<file path="src/rtl/clss_pkg.sv">
// Package for the colour line similarity scorer: payload structs, register
// layout and fixed field widths. No dependencies.
`timescale 1ns / 1ps

package clss_pkg;

   localparam int POS_W      = 12;
   localparam int CH_W       = 8;
   localparam int SCORE_W    = 18;
   localparam int COUNT_W    = 11;
   localparam int SUM_W      = 40;
   localparam int REF_W      = 16;
   localparam int BIAS_W     = 18;
   localparam int CENTER_W   = 12;
   localparam int HALF_W     = 10;
   localparam int EXTENT_W   = 13;
   localparam int CSR_IDX_W  = 3;
   localparam int CSR_DATA_W = 18;

   localparam logic [CSR_IDX_W-1:0] REG_REF_BLUE      = 3'd0;
   localparam logic [CSR_IDX_W-1:0] REG_REF_GREEN     = 3'd1;
   localparam logic [CSR_IDX_W-1:0] REG_REF_RED       = 3'd2;
   localparam logic [CSR_IDX_W-1:0] REG_SCORE_BIAS    = 3'd3;
   localparam logic [CSR_IDX_W-1:0] REG_WINDOW_CENTER = 3'd4;
   localparam logic [CSR_IDX_W-1:0] REG_HALF_SPAN     = 3'd5;
   localparam logic [CSR_IDX_W-1:0] REG_LINE_EXTENT   = 3'd6;

   localparam logic [EXTENT_W-1:0] EXTENT_RESET = 13'd640;
   localparam logic [COUNT_W-1:0]  COUNT_MAX    = 11'd2047;

   typedef struct packed {
      logic [POS_W-1:0] position;
      logic [CH_W-1:0]  blue;
      logic [CH_W-1:0]  green;
      logic [CH_W-1:0]  red;
      logic             last_pixel;
   } req_type;

   typedef struct packed {
      logic signed [SCORE_W-1:0] score;
      logic [COUNT_W-1:0]        pixels_used;
   } rsp_type;

   typedef struct packed {
      logic signed [REF_W-1:0]  ref_blue;
      logic signed [REF_W-1:0]  ref_green;
      logic signed [REF_W-1:0]  ref_red;
      logic signed [BIAS_W-1:0] score_bias;
      logic [CENTER_W-1:0]      window_center;
      logic [HALF_W-1:0]        half_span;
      logic [EXTENT_W-1:0]      line_extent;
   } cfg_type;

   // One queued pixel: whether it lies in the window and whether it ends the line.
   typedef struct packed {
      logic            hit;
      logic            last;
      logic [CH_W-1:0] blue;
      logic [CH_W-1:0] green;
      logic [CH_W-1:0] red;
   } entry_type;

endpackage

</file>
<file path="src/rtl/color_line_similarity_score.sv">
// Colour line similarity scorer. Pixels of one line arrive on the req_
// channel with their position; the pixel flagged last_pixel produces one
// response on rsp_ with the mean score and pixel count. The user must write
// registers via csr_ only while no line is in flight; this is not enforced.
//
// A front end takes one pixel per cycle while the queue has room, drops
// pixels outside the clipped window unless they end the line and queues
// the rest for the scoring engine. Each queued pixel in the window goes
// through the bit-serial square root and three divisions on the single
// shared divider, whose width NW is 40 at the default FRACTION_BITS of 14.
// The last pixel of a line also starts the final mean on that divider
// before the result appears. Pixels outside the window that do not end
// the line are dropped at one per cycle while the queue has room.
// Synchronous reset clears the running sum and count, empties the queue and
// loads the register defaults (line extent 640). A stalled receiver holds
// the result in the output register; the engine keeps working until it has
// a second result to hand over, and the queue then back-pressures req_.
// Depends on clss_pkg, clss_csr, clss_front, clss_queue and clss_back.
`timescale 1ns / 1ps

module color_line_similarity_score #(
   parameter int FRACTION_BITS = 14,
   parameter int QUEUE_DEPTH   = 4
) (
   input  logic                             clock,
   input  logic                             reset,
   input  logic                             req_valid,
   output logic                             req_ready,
   input  clss_pkg::req_type                req_data,
   output logic                             rsp_valid,
   input  logic                             rsp_ready,
   output clss_pkg::rsp_type                rsp_data,
   input  logic                             csr_valid,
   output logic                             csr_ready,
   input  logic [clss_pkg::CSR_IDX_W-1:0]   csr_index,
   input  logic [clss_pkg::CSR_DATA_W-1:0]  csr_data
);
   import clss_pkg::*;

   cfg_type   cfg;
   entry_type push_data, head;
   logic      push, queue_full, pop, not_empty;

   clss_csr u_csr (
      .clock     (clock),
      .reset     (reset),
      .csr_valid (csr_valid),
      .csr_ready (csr_ready),
      .csr_index (csr_index),
      .csr_data  (csr_data),
      .cfg       (cfg)
   );

   clss_front u_front (
      .req_valid  (req_valid),
      .req_ready  (req_ready),
      .req_data   (req_data),
      .cfg        (cfg),
      .push       (push),
      .push_data  (push_data),
      .queue_full (queue_full)
   );

   clss_queue #(.DEPTH(QUEUE_DEPTH)) u_queue (
      .clock     (clock),
      .reset     (reset),
      .push      (push),
      .push_data (push_data),
      .full      (queue_full),
      .pop       (pop),
      .not_empty (not_empty),
      .head      (head)
   );

   clss_back #(.FRACTION_BITS(FRACTION_BITS)) u_back (
      .clock     (clock),
      .reset     (reset),
      .cfg       (cfg),
      .not_empty (not_empty),
      .head      (head),
      .pop       (pop),
      .rsp_valid (rsp_valid),
      .rsp_ready (rsp_ready),
      .rsp_data  (rsp_data)
   );

endmodule

</file>
<file path="src/rtl/clss_csr.sv">
// Configuration registers of the colour line similarity scorer.
// Depends on clss_pkg.
`timescale 1ns / 1ps

module clss_csr (
   input  logic                             clock,
   input  logic                             reset,
   input  logic                             csr_valid,
   output logic                             csr_ready,
   input  logic [clss_pkg::CSR_IDX_W-1:0]   csr_index,
   input  logic [clss_pkg::CSR_DATA_W-1:0]  csr_data,
   output clss_pkg::cfg_type                cfg
);
   import clss_pkg::*;

   cfg_type cfg_ff, cfg_in;

   assign csr_ready = 1'b1;
   assign cfg       = cfg_ff;

   always_comb begin
      cfg_in = cfg_ff;
      if (csr_valid) begin
         unique case (csr_index)
            REG_REF_BLUE:      cfg_in.ref_blue      = csr_data[REF_W-1:0];
            REG_REF_GREEN:     cfg_in.ref_green     = csr_data[REF_W-1:0];
            REG_REF_RED:       cfg_in.ref_red       = csr_data[REF_W-1:0];
            REG_SCORE_BIAS:    cfg_in.score_bias    = csr_data[BIAS_W-1:0];
            REG_WINDOW_CENTER: cfg_in.window_center = csr_data[CENTER_W-1:0];
            REG_HALF_SPAN:     cfg_in.half_span     = csr_data[HALF_W-1:0];
            REG_LINE_EXTENT:   cfg_in.line_extent   = csr_data[EXTENT_W-1:0];
            default:           cfg_in = cfg_ff;
         endcase
      end
   end

   always_ff @(posedge clock) begin
      if (reset) begin
         cfg_ff             <= '0;
         cfg_ff.line_extent <= EXTENT_RESET;
      end else begin
         cfg_ff <= cfg_in;
      end
   end

endmodule

</file>
<file path="src/rtl/clss_front.sv">
// Front end: accepts pixels, tests them against the clipped window and
// forwards only those that count or end the line. Depends on clss_pkg.
`timescale 1ns / 1ps

module clss_front (
   input  logic                 req_valid,
   output logic                 req_ready,
   input  clss_pkg::req_type    req_data,
   input  clss_pkg::cfg_type    cfg,
   output logic                 push,
   output clss_pkg::entry_type  push_data,
   input  logic                 queue_full
);
   import clss_pkg::*;

   localparam int WW = EXTENT_W + 2;

   logic signed [WW-1:0] start_raw, start_w, end_raw, end_low, end_w, ext_m1, pos_s;
   logic                 hit;

   always_comb begin
      ext_m1    = $signed({2'b00, cfg.line_extent}) - WW'(1);
      start_raw = $signed({3'b000, cfg.window_center}) - $signed({5'b00000, cfg.half_span});
      end_raw   = $signed({3'b000, cfg.window_center}) + $signed({5'b00000, cfg.half_span});
      start_w   = start_raw;
      if (start_w < 0) start_w = '0;
      if (start_w > $signed({2'b00, cfg.line_extent})) start_w = ext_m1;
      end_low   = (end_raw < start_w) ? start_w : end_raw;
      end_w     = (end_low > ext_m1) ? ext_m1 : end_low;
      pos_s     = $signed({{(WW-POS_W){1'b0}}, req_data.position});
      hit       = (pos_s >= start_w) && (pos_s < end_w);
   end

   // Pixels outside the window that do not end the line are simply dropped.
   assign req_ready       = !queue_full;
   assign push            = req_valid && !queue_full && (hit || req_data.last_pixel);
   assign push_data.hit   = hit;
   assign push_data.last  = req_data.last_pixel;
   assign push_data.blue  = req_data.blue;
   assign push_data.green = req_data.green;
   assign push_data.red   = req_data.red;

endmodule

</file>
<file path="src/rtl/clss_queue.sv">
// Short register queue between the front end and the scoring engine.
// Depends on clss_pkg.
`timescale 1ns / 1ps

module clss_queue #(
   parameter int DEPTH = 4
) (
   input  logic                 clock,
   input  logic                 reset,
   input  logic                 push,
   input  clss_pkg::entry_type  push_data,
   output logic                 full,
   input  logic                 pop,
   output logic                 not_empty,
   output clss_pkg::entry_type  head
);
   import clss_pkg::*;

   localparam int PW = (DEPTH > 1) ? $clog2(DEPTH) : 1;
   localparam int CW = $clog2(DEPTH + 1);

   entry_type        mem_ff [DEPTH];
   logic [PW-1:0]    wr_ff, wr_in, rd_ff, rd_in;
   logic [CW-1:0]    cnt_ff, cnt_in;

   assign full      = (cnt_ff == CW'(DEPTH));
   assign not_empty = (cnt_ff != '0);
   assign head      = mem_ff[rd_ff];

   always_comb begin
      wr_in  = wr_ff;
      rd_in  = rd_ff;
      cnt_in = cnt_ff;
      if (push) wr_in = (wr_ff == PW'(DEPTH - 1)) ? '0 : wr_ff + PW'(1);
      if (pop)  rd_in = (rd_ff == PW'(DEPTH - 1)) ? '0 : rd_ff + PW'(1);
      if (push && !pop) cnt_in = cnt_ff + CW'(1);
      if (pop && !push) cnt_in = cnt_ff - CW'(1);
   end

   always_ff @(posedge clock) begin
      if (push) mem_ff[wr_ff] <= push_data;
   end

   always_ff @(posedge clock) begin
      if (reset) begin
         wr_ff  <= '0;
         rd_ff  <= '0;
         cnt_ff <= '0;
      end else begin
         wr_ff  <= wr_in;
         rd_ff  <= rd_in;
         cnt_ff <= cnt_in;
      end
   end

endmodule

</file>
<file path="src/rtl/clss_div.sv">
// Restoring divider, one quotient bit per cycle, shared by the per-channel
// scaling and the final mean. No dependencies.
`timescale 1ns / 1ps

module clss_div #(
   parameter int NW = 40,
   parameter int DW = 24
) (
   input  logic          clock,
   input  logic          reset,
   input  logic          start,
   input  logic [NW-1:0] num,
   input  logic [DW-1:0] den,
   output logic          done,
   output logic [NW-1:0] quo
);
   localparam int CW = $clog2(NW);

   logic [NW-1:0] quo_ff, quo_in;
   logic [DW-1:0] rem_ff, rem_in, den_ff, den_in;
   logic [CW-1:0] cnt_ff, cnt_in;
   logic          busy_ff, busy_in, done_ff, done_in;
   logic [DW:0]   rem_sh;
   logic          fits;

   assign done = done_ff;
   assign quo  = quo_ff;

   always_comb begin
      quo_in  = quo_ff;
      rem_in  = rem_ff;
      den_in  = den_ff;
      cnt_in  = cnt_ff;
      busy_in = busy_ff;
      done_in = 1'b0;
      rem_sh  = {rem_ff, quo_ff[NW-1]};
      fits    = (rem_sh >= {1'b0, den_ff});
      if (start) begin
         quo_in  = num;
         den_in  = den;
         rem_in  = '0;
         cnt_in  = CW'(NW - 1);
         busy_in = 1'b1;
      end else if (busy_ff) begin
         rem_in = fits ? DW'(rem_sh - {1'b0, den_ff}) : rem_sh[DW-1:0];
         quo_in = {quo_ff[NW-2:0], fits};
         cnt_in = cnt_ff - CW'(1);
         if (cnt_ff == '0) begin
            busy_in = 1'b0;
            done_in = 1'b1;
         end
      end
   end

   always_ff @(posedge clock) begin
      quo_ff <= quo_in;
      rem_ff <= rem_in;
      den_ff <= den_in;
      cnt_ff <= cnt_in;
   end

   always_ff @(posedge clock) begin
      if (reset) begin
         busy_ff <= 1'b0;
         done_ff <= 1'b0;
      end else begin
         busy_ff <= busy_in;
         done_ff <= done_in;
      end
   end

endmodule

</file>
<file path="src/rtl/clss_back.sv">
// Scoring engine: square root, per-channel scaling, dot product, running
// sum and the final mean. Depends on clss_pkg and clss_div.
`timescale 1ns / 1ps

module clss_back #(
   parameter int FRACTION_BITS = 14
) (
   input  logic                 clock,
   input  logic                 reset,
   input  clss_pkg::cfg_type    cfg,
   input  logic                 not_empty,
   input  clss_pkg::entry_type  head,
   output logic                 pop,
   output logic                 rsp_valid,
   input  logic                 rsp_ready,
   output clss_pkg::rsp_type    rsp_data
);
   import clss_pkg::*;

   localparam int F    = FRACTION_BITS;
   localparam int SW   = 2 * CH_W + 2 + 2 * F;
   localparam int RTW  = SW / 2;
   localparam int DW   = RTW + 1;
   localparam int CNW  = 2 * F + CH_W + 1;
   localparam int NW   = (CNW > SUM_W) ? CNW : SUM_W;
   localparam int SCW  = $clog2(RTW);
   localparam int PRW  = F + 1 + REF_W;
   localparam int AW   = PRW + 2;
   localparam int DOTW = AW - F;
   localparam int PIXW = DOTW + 1;

   typedef enum logic [8:0] {
      ST_IDLE = 9'b000000001,
      ST_ROOT = 9'b000000010,
      ST_NUM  = 9'b000000100,
      ST_DIVC = 9'b000001000,
      ST_MUL  = 9'b000010000,
      ST_ACC  = 9'b000100000,
      ST_FIN  = 9'b001000000,
      ST_DIVF = 9'b010000000,
      ST_EMIT = 9'b100000000
   } state_type;

   state_type            state_ff, state_in;
   logic [SW-1:0]        x_ff, x_in;
   logic [RTW-1:0]       root_ff, root_in;
   logic [RTW+1:0]       rem_ff, rem_in;
   logic [SCW-1:0]       step_ff, step_in;
   logic [DW-1:0]        den_ff, den_in;
   logic [1:0]           ch_ff, ch_in;
   logic [CH_W-1:0]      pix_ff [3];
   logic [CH_W-1:0]      pix_in [3];
   logic [F-1:0]         q_ff [3];
   logic [F-1:0]         q_in [3];
   logic signed [AW-1:0] acc_ff, acc_in;
   logic [SUM_W-1:0]     sum_ff, sum_in;
   logic [COUNT_W-1:0]   count_ff, count_in;
   logic                 last_ff, last_in;
   logic                 rsp_valid_ff, rsp_valid_in;
   rsp_type              rsp_ff, rsp_in, res_ff, res_in;

   logic [RTW+1:0]       root_sh, root_trial;
   logic                 root_fits;
   logic                 div_start, div_done;
   logic [NW-1:0]        div_num, div_quo;
   logic [DW-1:0]        div_den;
   logic [SW-1:0]        sq_sum;
   logic signed [REF_W-1:0] ref_sel;
   logic signed [PRW-1:0]   prod;
   logic signed [AW-1:0]    rnd;
   logic signed [PIXW-1:0]  pixel_value;
   logic [SUM_W:0]       sum_ext;
   logic [SUM_W-1:0]     mag;
   logic signed [SCORE_W-1:0] score_sat;

   clss_div #(.NW(NW), .DW(DW)) u_div (
      .clock (clock),
      .reset (reset),
      .start (div_start),
      .num   (div_num),
      .den   (div_den),
      .done  (div_done),
      .quo   (div_quo)
   );

   assign rsp_valid = rsp_valid_ff;
   assign rsp_data  = rsp_ff;

   always_comb begin
      sq_sum = SW'(head.blue) * SW'(head.blue) + SW'(head.green) * SW'(head.green)
             + SW'(head.red) * SW'(head.red);
      sq_sum = sq_sum << (2 * F);

      root_sh    = {rem_ff[RTW-1:0], x_ff[SW-1:SW-2]};
      root_trial = {root_ff, 2'b01};
      root_fits  = (root_sh >= root_trial);

      unique case (ch_ff)
         2'd0:    ref_sel = cfg.ref_blue;
         2'd1:    ref_sel = cfg.ref_green;
         default: ref_sel = cfg.ref_red;
      endcase
      prod = $signed({1'b0, q_ff[ch_ff]}) * ref_sel;

      rnd         = acc_ff + AW'(1 << (F - 1));
      pixel_value = PIXW'(rnd >>> F) - PIXW'(cfg.score_bias);
      sum_ext     = {sum_ff[SUM_W-1], sum_ff} + (SUM_W + 1)'(pixel_value);

      mag = sum_ff[SUM_W-1] ? SUM_W'(-sum_ff) : sum_ff;

      // The divisor is 2*half_span+1, so half_span is the rounding offset.
      if (state_ff == ST_FIN) begin
         div_num = NW'(mag) + NW'(cfg.half_span);
         div_den = DW'({cfg.half_span, 1'b1});
      end else begin
         div_num = NW'({pix_ff[ch_ff], {(2 * F){1'b0}}}) + NW'(den_ff >> 1);
         div_den = den_ff;
      end

      if (sum_ff[SUM_W-1]) begin
         score_sat = (div_quo > NW'(1 << (SCORE_W - 1))) ?
                     SCORE_W'(1 << (SCORE_W - 1)) : SCORE_W'(-div_quo);
      end else begin
         score_sat = (div_quo > NW'((1 << (SCORE_W - 1)) - 1)) ?
                     SCORE_W'((1 << (SCORE_W - 1)) - 1) : SCORE_W'(div_quo);
      end
   end

   always_comb begin
      state_in     = state_ff;
      x_in         = x_ff;
      root_in      = root_ff;
      rem_in       = rem_ff;
      step_in      = step_ff;
      den_in       = den_ff;
      ch_in        = ch_ff;
      pix_in       = pix_ff;
      q_in         = q_ff;
      acc_in       = acc_ff;
      sum_in       = sum_ff;
      count_in     = count_ff;
      last_in      = last_ff;
      res_in       = res_ff;
      rsp_in       = rsp_ff;
      rsp_valid_in = rsp_valid_ff && !rsp_ready;
      pop          = 1'b0;
      div_start    = 1'b0;
      unique case (state_ff)
         ST_IDLE: begin
            if (not_empty) begin
               pop       = 1'b1;
               last_in   = head.last;
               pix_in[0] = head.blue;
               pix_in[1] = head.green;
               pix_in[2] = head.red;
               x_in      = sq_sum;
               root_in   = '0;
               rem_in    = '0;
               step_in   = SCW'(RTW - 1);
               state_in  = head.hit ? ST_ROOT : ST_FIN;
            end
         end
         ST_ROOT: begin
            rem_in  = root_fits ? (root_sh - root_trial) : root_sh;
            root_in = {root_ff[RTW-2:0], root_fits};
            x_in    = x_ff << 2;
            step_in = step_ff - SCW'(1);
            if (step_ff == '0) begin
               den_in   = DW'({root_ff[RTW-2:0], root_fits}) + DW'(1 << F);
               ch_in    = 2'd0;
               state_in = ST_NUM;
            end
         end
         ST_NUM: begin
            div_start = 1'b1;
            state_in  = ST_DIVC;
         end
         ST_DIVC: begin
            if (div_done) begin
               q_in[ch_ff] = div_quo[F-1:0];
               if (ch_ff == 2'd2) begin
                  ch_in    = 2'd0;
                  acc_in   = '0;
                  state_in = ST_MUL;
               end else begin
                  ch_in    = ch_ff + 2'd1;
                  state_in = ST_NUM;
               end
            end
         end
         ST_MUL: begin
            acc_in = acc_ff + AW'(prod);
            ch_in  = ch_ff + 2'd1;
            if (ch_ff == 2'd2) begin
               ch_in    = 2'd0;
               state_in = ST_ACC;
            end
         end
         ST_ACC: begin
            if (sum_ext[SUM_W] != sum_ext[SUM_W-1]) begin
               sum_in = sum_ext[SUM_W] ? {1'b1, {(SUM_W - 1){1'b0}}}
                                       : {1'b0, {(SUM_W - 1){1'b1}}};
            end else begin
               sum_in = sum_ext[SUM_W-1:0];
            end
            if (count_ff != COUNT_MAX) count_in = count_ff + COUNT_W'(1);
            state_in = last_ff ? ST_FIN : ST_IDLE;
         end
         ST_FIN: begin
            div_start = 1'b1;
            state_in  = ST_DIVF;
         end
         ST_DIVF: begin
            if (div_done) begin
               res_in.score       = score_sat;
               res_in.pixels_used = count_ff;
               sum_in             = '0;
               count_in           = '0;
               state_in           = ST_EMIT;
            end
         end
         ST_EMIT: begin
            if (!rsp_valid_ff || rsp_ready) begin
               rsp_in       = res_ff;
               rsp_valid_in = 1'b1;
               state_in     = ST_IDLE;
            end
         end
         default: state_in = ST_IDLE;
      endcase
   end

   always_ff @(posedge clock) begin
      x_ff    <= x_in;
      root_ff <= root_in;
      rem_ff  <= rem_in;
      step_ff <= step_in;
      den_ff  <= den_in;
      ch_ff   <= ch_in;
      pix_ff  <= pix_in;
      q_ff    <= q_in;
      acc_ff  <= acc_in;
      last_ff <= last_in;
      res_ff  <= res_in;
      rsp_ff  <= rsp_in;
   end

   always_ff @(posedge clock) begin
      if (reset) begin
         state_ff     <= ST_IDLE;
         sum_ff       <= '0;
         count_ff     <= '0;
         rsp_valid_ff <= 1'b0;
      end else begin
         state_ff     <= state_in;
         sum_ff       <= sum_in;
         count_ff     <= count_in;
         rsp_valid_ff <= rsp_valid_in;
      end
   end

endmodule

</file>
<file path="config.mk">
export PLATFORM = sky130hd
export DESIGN_NAME = color_line_similarity_score
export DESIGN_NICKNAME = d
export VERILOG_FILES = /design/src/rtl/clss_pkg.sv /design/src/rtl/color_line_similarity_score.sv /design/src/rtl/clss_csr.sv /design/src/rtl/clss_front.sv /design/src/rtl/clss_queue.sv /design/src/rtl/clss_div.sv /design/src/rtl/clss_back.sv
export SDC_FILE = /design/constraint.sdc
export NUM_CORES = 2
export LEC_CHECK = 0
export BUFFER_PORTS_ARGS = -buffer_cell sky130_fd_sc_hd__buf_2
export CORE_MARGIN = 2
export CORE_UTILIZATION = 40
export DETAILED_ROUTE_END_ITERATION = 12
export PLACE_DENSITY_LB_ADDON = 0.15
export SLEW_MARGIN = 20
export SYNTH_ARGS = -nofsm -noshare
export SYNTH_HDL_FRONTEND = slang
export SYNTH_SLANG_ARGS = --single-unit
</file>
<file path="constraint.sdc">
create_clock -name clock -period 14.81 [get_ports clock]
set_input_delay 0.7405 -clock clock [delete_from_list [all_inputs] [get_ports clock]]
set_output_delay 0.7405 -clock clock [all_outputs]
set_load 0.02 [all_outputs]
</file>
# [Word-level counts from Yosys, hierarchy flattened]
# Memories as Yosys holds them, arrays and structs flattened. A register that Yosys moved wholly into a read port is not among the register bits.
# Cells that the tools add are included.
[classes] n_reduce_logical=45 bitwise_logic=2 n_mux=73 magnitude_cmp=12 mul=4 n_addsub=24 n_eq_ne=30
[op_table] op="two-way mux 40 bit" n=7
[op_table] op="case mux 23 bit (2 select lines)" n=2
[op_table] op="case mux 46 bit (2 select lines)" n=1
[op_table] op="case mux 9 bit (9 select lines)" n=1
[op_table] op="case mux 40 bit (2 select lines)" n=1
[op_table] op="two-way mux 23 bit" n=3
[op_table] op="two-way mux 33 bit" n=2
[op_table] op="case mux 33 bit (2 select lines)" n=1
[op_table] op="two-way mux 15 bit" n=4
[op_table] op="two-way mux 18 bit" n=3
[op_table] op="two-way mux 9 bit" n=6
[op_table] op="multiplier 8 x 8 -> 16 bit" n=3
[op_table] op="two-way mux 46 bit" n=1
[op_table] op="bitwise mux 42 bit" n=1
[op_table] op="two-way mux 14 bit" n=3
[op_table] op="adder 40 x 20 -> 41 bit" n=1
[op_table] op="adder 40 x 10 -> 40 bit" n=1
[op_table] op="> comparator 40 x 17 -> 1 bit (second input constant)" n=1
[op_table] op="> comparator 40 x 18 -> 1 bit (second input constant)" n=1
[op_table] op="negation 40 bit" n=1
[op_table] op="adder 36 x 23 -> 37 bit" n=1
[op_table] op="adder 33 x 15 -> 33 bit (second input constant)" n=1
[op_table] op="adder 33 x 31 -> 33 bit" n=1
[op_table] op="two-way mux 11 bit" n=3
[op_table] op="75 further kinds" n=140
[word_totals] ramBits=104 register_bits=546 n_memories=1 output_inout_bits=32 inputBits=63 wordCells=230
[memory_table] name="u_queue.mem_ff" words=4 word_bits=26 read_ports=1 rd_clocked_by_memory_dff=1 write_ports=1 line="clss_queue.sv:22" rtl="entry_type mem_ff [DEPTH];"

# [Longest topological paths before layout]
[logic_depth] ltp_word=16 depth_mapped=59 mapped_depth_nobuf=53

# [Cells and area by module]
# Synthesis repeated with hierarchy kept, for this count alone.
[unflattened] hier_cells=5135 hier_area_um2=51259.2
[modules_own_cells] mod="clss_back" n_inst=1 area_per_inst_um2=34252.9 cells_each=3621 seq_area_each_um2=8818.5
[modules_own_cells] mod="clss_div" n_inst=1 area_per_inst_um2=5275.1 cells_each=473 seq_area_each_um2=2562.5
[modules_own_cells] mod="clss_queue" n_inst=1 area_per_inst_um2=4246.6 cells_each=184 seq_area_each_um2=3303.2
[modules_own_cells] mod="clss_csr" n_inst=1 area_per_inst_um2=3998.8 cells_each=359 seq_area_each_um2=2021.9
[modules_own_cells] mod="clss_front" n_inst=1 area_per_inst_um2=3485.8 cells_each=498 seq_area_each_um2=0.0

# [Worst setup path after synthesis]
# OpenSTA, ideal clock, no wires.
[synth_timing] path_type="register to register" start="reg u_csr.cfg_ff, in the netlist u_csr.cfg[15]" end="mem u_queue.mem_ff[0][0] (netlist name) (enable)" t_required_ps=14425 n_path_buf=6 path_stages_with_launch=51 t_arrival_ps=10061 setup_time_ps=385 synth_period_minus_slack_ps=10446 path_slack_ps=4364 cell_sequence="dfxtp_1 inv_1 ha_1 clkbuf_1 o21ai_0 a21oi_1 o31ai_1 o21ai_1 a21boi_0 xnor2_1 nor2_1 ha_1 and4_1 nand3_1 nor3_1 a21o_1 clkbuf_1 clkbuf_1 [... 15 more ...] a21oi_1 o2111a_1 a21o_1 clkbuf_1 clkbuf_1 nor2_1 a21oi_1 ha_1 a21oi_1 nor2b_1 o21ai_0 nand2b_1 a21oi_1 nor3_1 a211o_1 a21oi_1 o21a_1 and2_1"
[synth_via] elab_chain_cells=15 elab_cells_between_ends=17 classes_between="2 x add/sub; 6 x order compare; 6 x mux; 3 x reduce/logical"
[synth_lines] item="from (decl)" line="clss_csr.sv:16" rtl="cfg_type cfg_ff, cfg_in;"
[synth_lines] item="from (signal assigned)" line="clss_csr.sv:42" rtl="cfg_ff <= cfg_in;"
[synth_lines] item="subtractor 12 x 10 -> 13 bit" line="clss_front.sv:23" rtl="start_raw = $signed({3'b000, cfg.window_center}) - $signed({5'b00000, cfg.half_span});"
[synth_lines] item="< comparator 13 x 1 -> 1 bit" line="clss_front.sv:26" rtl="if (start_w < 0) start_w = '0;"
[synth_lines] item="two-way mux 15 bit" line="clss_front.sv:26"
[synth_lines] item="> comparator 15 x 14 -> 1 bit" line="clss_front.sv:27" rtl="if (start_w > $signed({2'b00, cfg.line_extent})) start_w = ext_m1;"
[synth_lines] item="two-way mux 15 bit" line="clss_front.sv:27"
[synth_lines] item="< comparator 15 bit" line="clss_front.sv:28" rtl="end_low = (end_raw < start_w) ? start_w : end_raw;"
[synth_lines] item="two-way mux 15 bit" line="clss_front.sv:28"
[synth_lines] item="> comparator 15 bit" line="clss_front.sv:29" rtl="end_w = (end_low > ext_m1) ? ext_m1 : end_low;"
[synth_lines] item="two-way mux 15 bit" line="clss_front.sv:29"
[synth_lines] item="< comparator 13 x 15 -> 1 bit" line="clss_front.sv:31" rtl="hit = (pos_s >= start_w) && (pos_s < end_w);"
[synth_lines] item="logical AND 1 bit (*)" line="clss_front.sv:31"
[synth_lines] item="logical OR 1 bit (*)" line="clss_front.sv:36" rtl="assign push = req_valid && !queue_full && (hit || req_data.last_pixel);"
[synth_lines] item="logical AND 1 bit (*)" line="clss_front.sv:36"
[synth_lines] item="two-way mux 1 bit (*)" line="clss_queue.sv:41" rtl="if (push) mem_ff[wr_ff] <= push_data;"
[synth_lines] item="two-way mux 1 bit (implied by the code) (*)" line="clss_queue.sv:41"
[synth_lines] item="to (decl)" line="clss_queue.sv:22"
# Every way passes the cells marked *; elsewhere a longest branch is shown, timed or not.

# [Final worst setup path]
[layout_timing] start="reg u_csr.cfg_ff, in the netlist u_csr.cfg[15]" end="reg u_queue.cnt_ff[2]"
[layout_via] elab_chain_cells=16 elab_cells_between_ends=20 classes_between="2 x add/sub; 6 x order compare; 5 x mux; 7 x reduce/logical"
[layout_lines] item="subtractor 12 x 10 -> 13 bit" line="clss_front.sv:23"
[layout_lines] item="< comparator 13 x 1 -> 1 bit" line="clss_front.sv:26"
[layout_lines] item="two-way mux 15 bit" line="clss_front.sv:26"
[layout_lines] item="> comparator 15 x 14 -> 1 bit" line="clss_front.sv:27"
[layout_lines] item="two-way mux 15 bit" line="clss_front.sv:27"
[layout_lines] item="< comparator 15 bit" line="clss_front.sv:28"
[layout_lines] item="two-way mux 15 bit" line="clss_front.sv:28"
[layout_lines] item="> comparator 15 bit" line="clss_front.sv:29"
[layout_lines] item="two-way mux 15 bit" line="clss_front.sv:29"
[layout_lines] item="< comparator 13 x 15 -> 1 bit" line="clss_front.sv:31"
[layout_lines] item="logical AND 1 bit (*)" line="clss_front.sv:31"
[layout_lines] item="logical OR 1 bit (*)" line="clss_front.sv:36"
[layout_lines] item="logical AND 1 bit (*)" line="clss_front.sv:36"
[layout_lines] item="logical NOT 1 bit" line="clss_queue.sv:37" rtl="if (pop && !push) cnt_in = cnt_ff - CW'(1);"
[layout_lines] item="logical AND 1 bit" line="clss_queue.sv:37"
[layout_lines] item="two-way mux 3 bit or nonzero test 2 bit (tied branches)"
[layout_lines] item="to (signal assigned)" line="clss_queue.sv:52" rtl="cnt_ff <= cnt_in;"
[layout_lines] item="to (decl)" line="clss_queue.sv:24" rtl="logic [CW-1:0] cnt_ff, cnt_in;"
# Marks and branches as above.
# A chain may end at the register's enable or synchronous reset.

==> run metrics <==
status finished clean; Final Max Slew Viols 0; minimum clock period after layout 12.27 ns; leading area contributor after synthesis edfxtp_1; Final Hold Fails 0; #FFs+latches synth 624; vias per cell 5.192; worst-margin pin slew 1.022 ns; Wirelength per Cell 18.90 um; CP Max Fanout 22; post-CTS repair timing setup buffer count 0; I/O pin count 95; Max clock buf depth 3; syn_nets 6065; drt drc 0; initial core utilization 40.25%; top post-synthesis cells by area edfxtp_1, fa_1, ha_1; global route overflow 0; kind of critical path reg2reg; Synth Area in Adders 25.99%; GRT Overall Usage 21.05%; Arrival @ worst endpoint 12.88 ns; largest family of logic cells by synthesized area adder cells; Required @ worst endpoint 15.42 ns; vias in the first global route 36550; Area Growth Syn to Fin 10.19%; final WL 132000 um; synth unique cells 86; Nets 6124; TritonCTS buffer count 79; prevailing post-synth register cell edfxtp_1; Worst path max stage delay 0.66 ns; routability congestion estimate 0.8564; TritonCTS clock tree done; Seq/Total Area, Yosys 33.57%; global-route wire length before repair 209800 um; Synth Area in XOR/XNOR 4.735%; Synth Instances 5222; number of I/O port buffers 93; Ys Warns 0; relative slew slack 31.31%; DR vias 36260; fin crit share 82.87%; Simple-Gate Fraction of Synth Area 14.96%; hold_sp req_data[1]; post-synthesis mux area share 2.140%; core area 123600 um^2; CTS resizes 0; Setup crit end kind flip-flop; Hold Path Class in2reg; Die Span Y 356.7 um; CTS H-tree depth 3; RSZ-0062 raised after global routing no; Async SR Flop Fraction 0%; startpoint types flip-flop; Compound-Gate Fraction of Synth Area 12.27%; Worst-path clk slew 0.06 ns; pin count of the biggest net entering global routing 81; Final setup viols 0; Achievable Freq 81.48 MHz; Post-Syn Area 49760 um^2; Avg Inst Size Synth 9.529 um^2; Hold Path Cell Cnt 1; share of the synthesized area in the top cell type 25.41%; Clock Latency Late Sink 0.67 ns; Worst setup startpoint u_csr.cfg[15]$_SDFFE_PP0P_; hold_buf cts 0; share of cells above drive strength 1 6.789%; reg2reg start u_csr.cfg[15]$_SDFFE_PP0P_; CP most frequent cell ha_1; reg2reg path depth 48; Iter 0 DRT Violations 2325; clk_skew 0.02874 ns; DRT Pass-1 Iters 6; Detail Route Antenna Nets 0; DIE AREA 127200 um^2; CTS sink count 624; post-route setup TNS 0 ns; Post-synth EDFFs 421; CP max-delay cell a21o_1; Rows 129; Root Driver clkbuf_16; Die X 356.7 um; max-cap viol count 0; post-DP HPWL 102200 um; initial antenna violation count 4; diode count 0
## cell usage in the layout (no fill, tap or decap), types with 27 or more instances in the layout
master     synthesis  layout
nand2_1          669     668
and2_1           102     102
buf_4              1      64
mux2i_1           40      40
or3_1             31      31
o21ai_1           79      74
xnor2_1          161     159
and3_1            34      34
clkbuf_16          0      80
nand4_1           31      31
xor2_1           108     107
a21oi_1          405     405
ha_1             364     364
nand3_1           68      68
a31oi_1           39      39
nor2_1           419     414
inv_1            653     651
a21o_1           107     107
o21ai_0          154     154
fa_1             416     416
mux4_2            27      27
nor3_1            75      73
nand2b_1          57      56
dfxtp_1          203     201
edfxtp_1         421     421
buf_2              1      92
nor2b_1           50      49
## stage by stage
stage,cells,instance area [um^2],hold WS (ns),worst slack (ns),utilization (%)
3_3_place_gp,6837,52150,0.4004,2.870,42.18
3_5_place_dp,6837,52160,0.4045,2.736,42.19
4_1_cts,6984,54830,0.2386,2.668,44.34
6_report,6984,54830,0.2949,2.537,44.35
2_1_floorplan,5222,49760,0.4003,4.364,-
5_1_grt,6984,54830,0.2588,1.507,44.35
## synth_stat cells (7+ instances only)
master    number
dfxtp_1      203
nand3b_1       7
edfxtp_1     421
mux2i_1       40
nand2_1      669
or4_1          8
or3_1         31
or2_2         10
buf_1         12
nor4_1        20
o41ai_1        7
xor2_1       108
a21oi_1      405
o21ai_1       79
o21ai_0      154
o211ai_1      13
mux4_2        27
nor2b_1       50
nor2_1       419
fa_1         416
xnor2_1      161
a211oi_1      23
a22o_1        21
inv_1        653
a31oi_1       39
a221oi_1       8
nand2b_1      57
a21o_1       107
and2_1       102
nor3b_1       12
and3_1        34
o21a_1        23
o31ai_1       22
ha_1         364
and4_1         7
nand4b_1       7
clkbuf_1     161
nand3_1       68
nand4_1       31
nor3_1        75
o21bai_1      21
## flip-flops by register name, summed over array words and instances, names as in the netlist, 23 cells and up, named ones only
register and count:
u_back.pix_ff 24, u_csr.cfg 101, u_back.q_ff 42, u_back.sum_ff 40
u_back.res_ff 29, u_back.rem_ff 23, u_back.rsp_data 29, u_back.den_ff 24
u_back.u_div.rem_ff 24, u_back.acc_ff 33, u_back.u_div.quo 40, u_queue.mem_ff 104
u_back.u_div.den_ff 24, u_back.root_ff 23
## logic make-up after synthesis
group / Yosys count
other: 1
XOR/XNOR: 269
adder cells (fa/ha/maj): 785
flip-flops: 624
buffers and inverters: 833
AO/OA/AOI/OAI: 1009
AND/OR/NAND/NOR: 1629
multiplexers: 72
## worst max-delay path, delay by kind of cell, from the launching register on
kind	cells	cell delay, ns
AO/OA/AOI/OAI	23	5.61
XOR/XNOR	2	0.25
adder cells (fa/ha/maj)	10	3.13
buffers and inverters	4	0.62
flip-flops	1	0.38
multiplexers	2	0.70
AND/OR/NAND/NOR	7	1.50
## metal layers
layer	GRT usage, %	routed length, um
met1	28.59	60910
met2	35.77	63290
met3	2.716	5109
met4	4.773	2656
met5	0	13
## path summary, 6_finish.rpt
path	to	slack, ns
worst max-delay path	u_queue.cnt_ff[2]$_SDFFE_PP0P_	2.54
worst min-delay path	u_queue.mem_ff[3][0]$_DFFE_PP_	0.29
worst max register to register	u_queue.cnt_ff[2]$_SDFFE_PP0P_	2.54
worst min register to register	u_back.rsp_data[26]$_DFFE_PP_	0.41
## cell type report
| class | count | area [um^2] |
|---|---|---|
| fillers | 12050 | 68800 |
| multi-input cells | 3765 | 30010 |
| flip-flops and latches | 624 | 16710 |
| inverters | 655 | 2459 |
| clock buffers | 109 | 2201 |
| well taps | 1637 | 2048 |
| repair buffers | 156 | 940.9 |
| clock inverters | 38 | 469.2 |
Power is not shown: default switching activity piles up to over one toggle a cycle in this logic, so the estimate is an artifact.
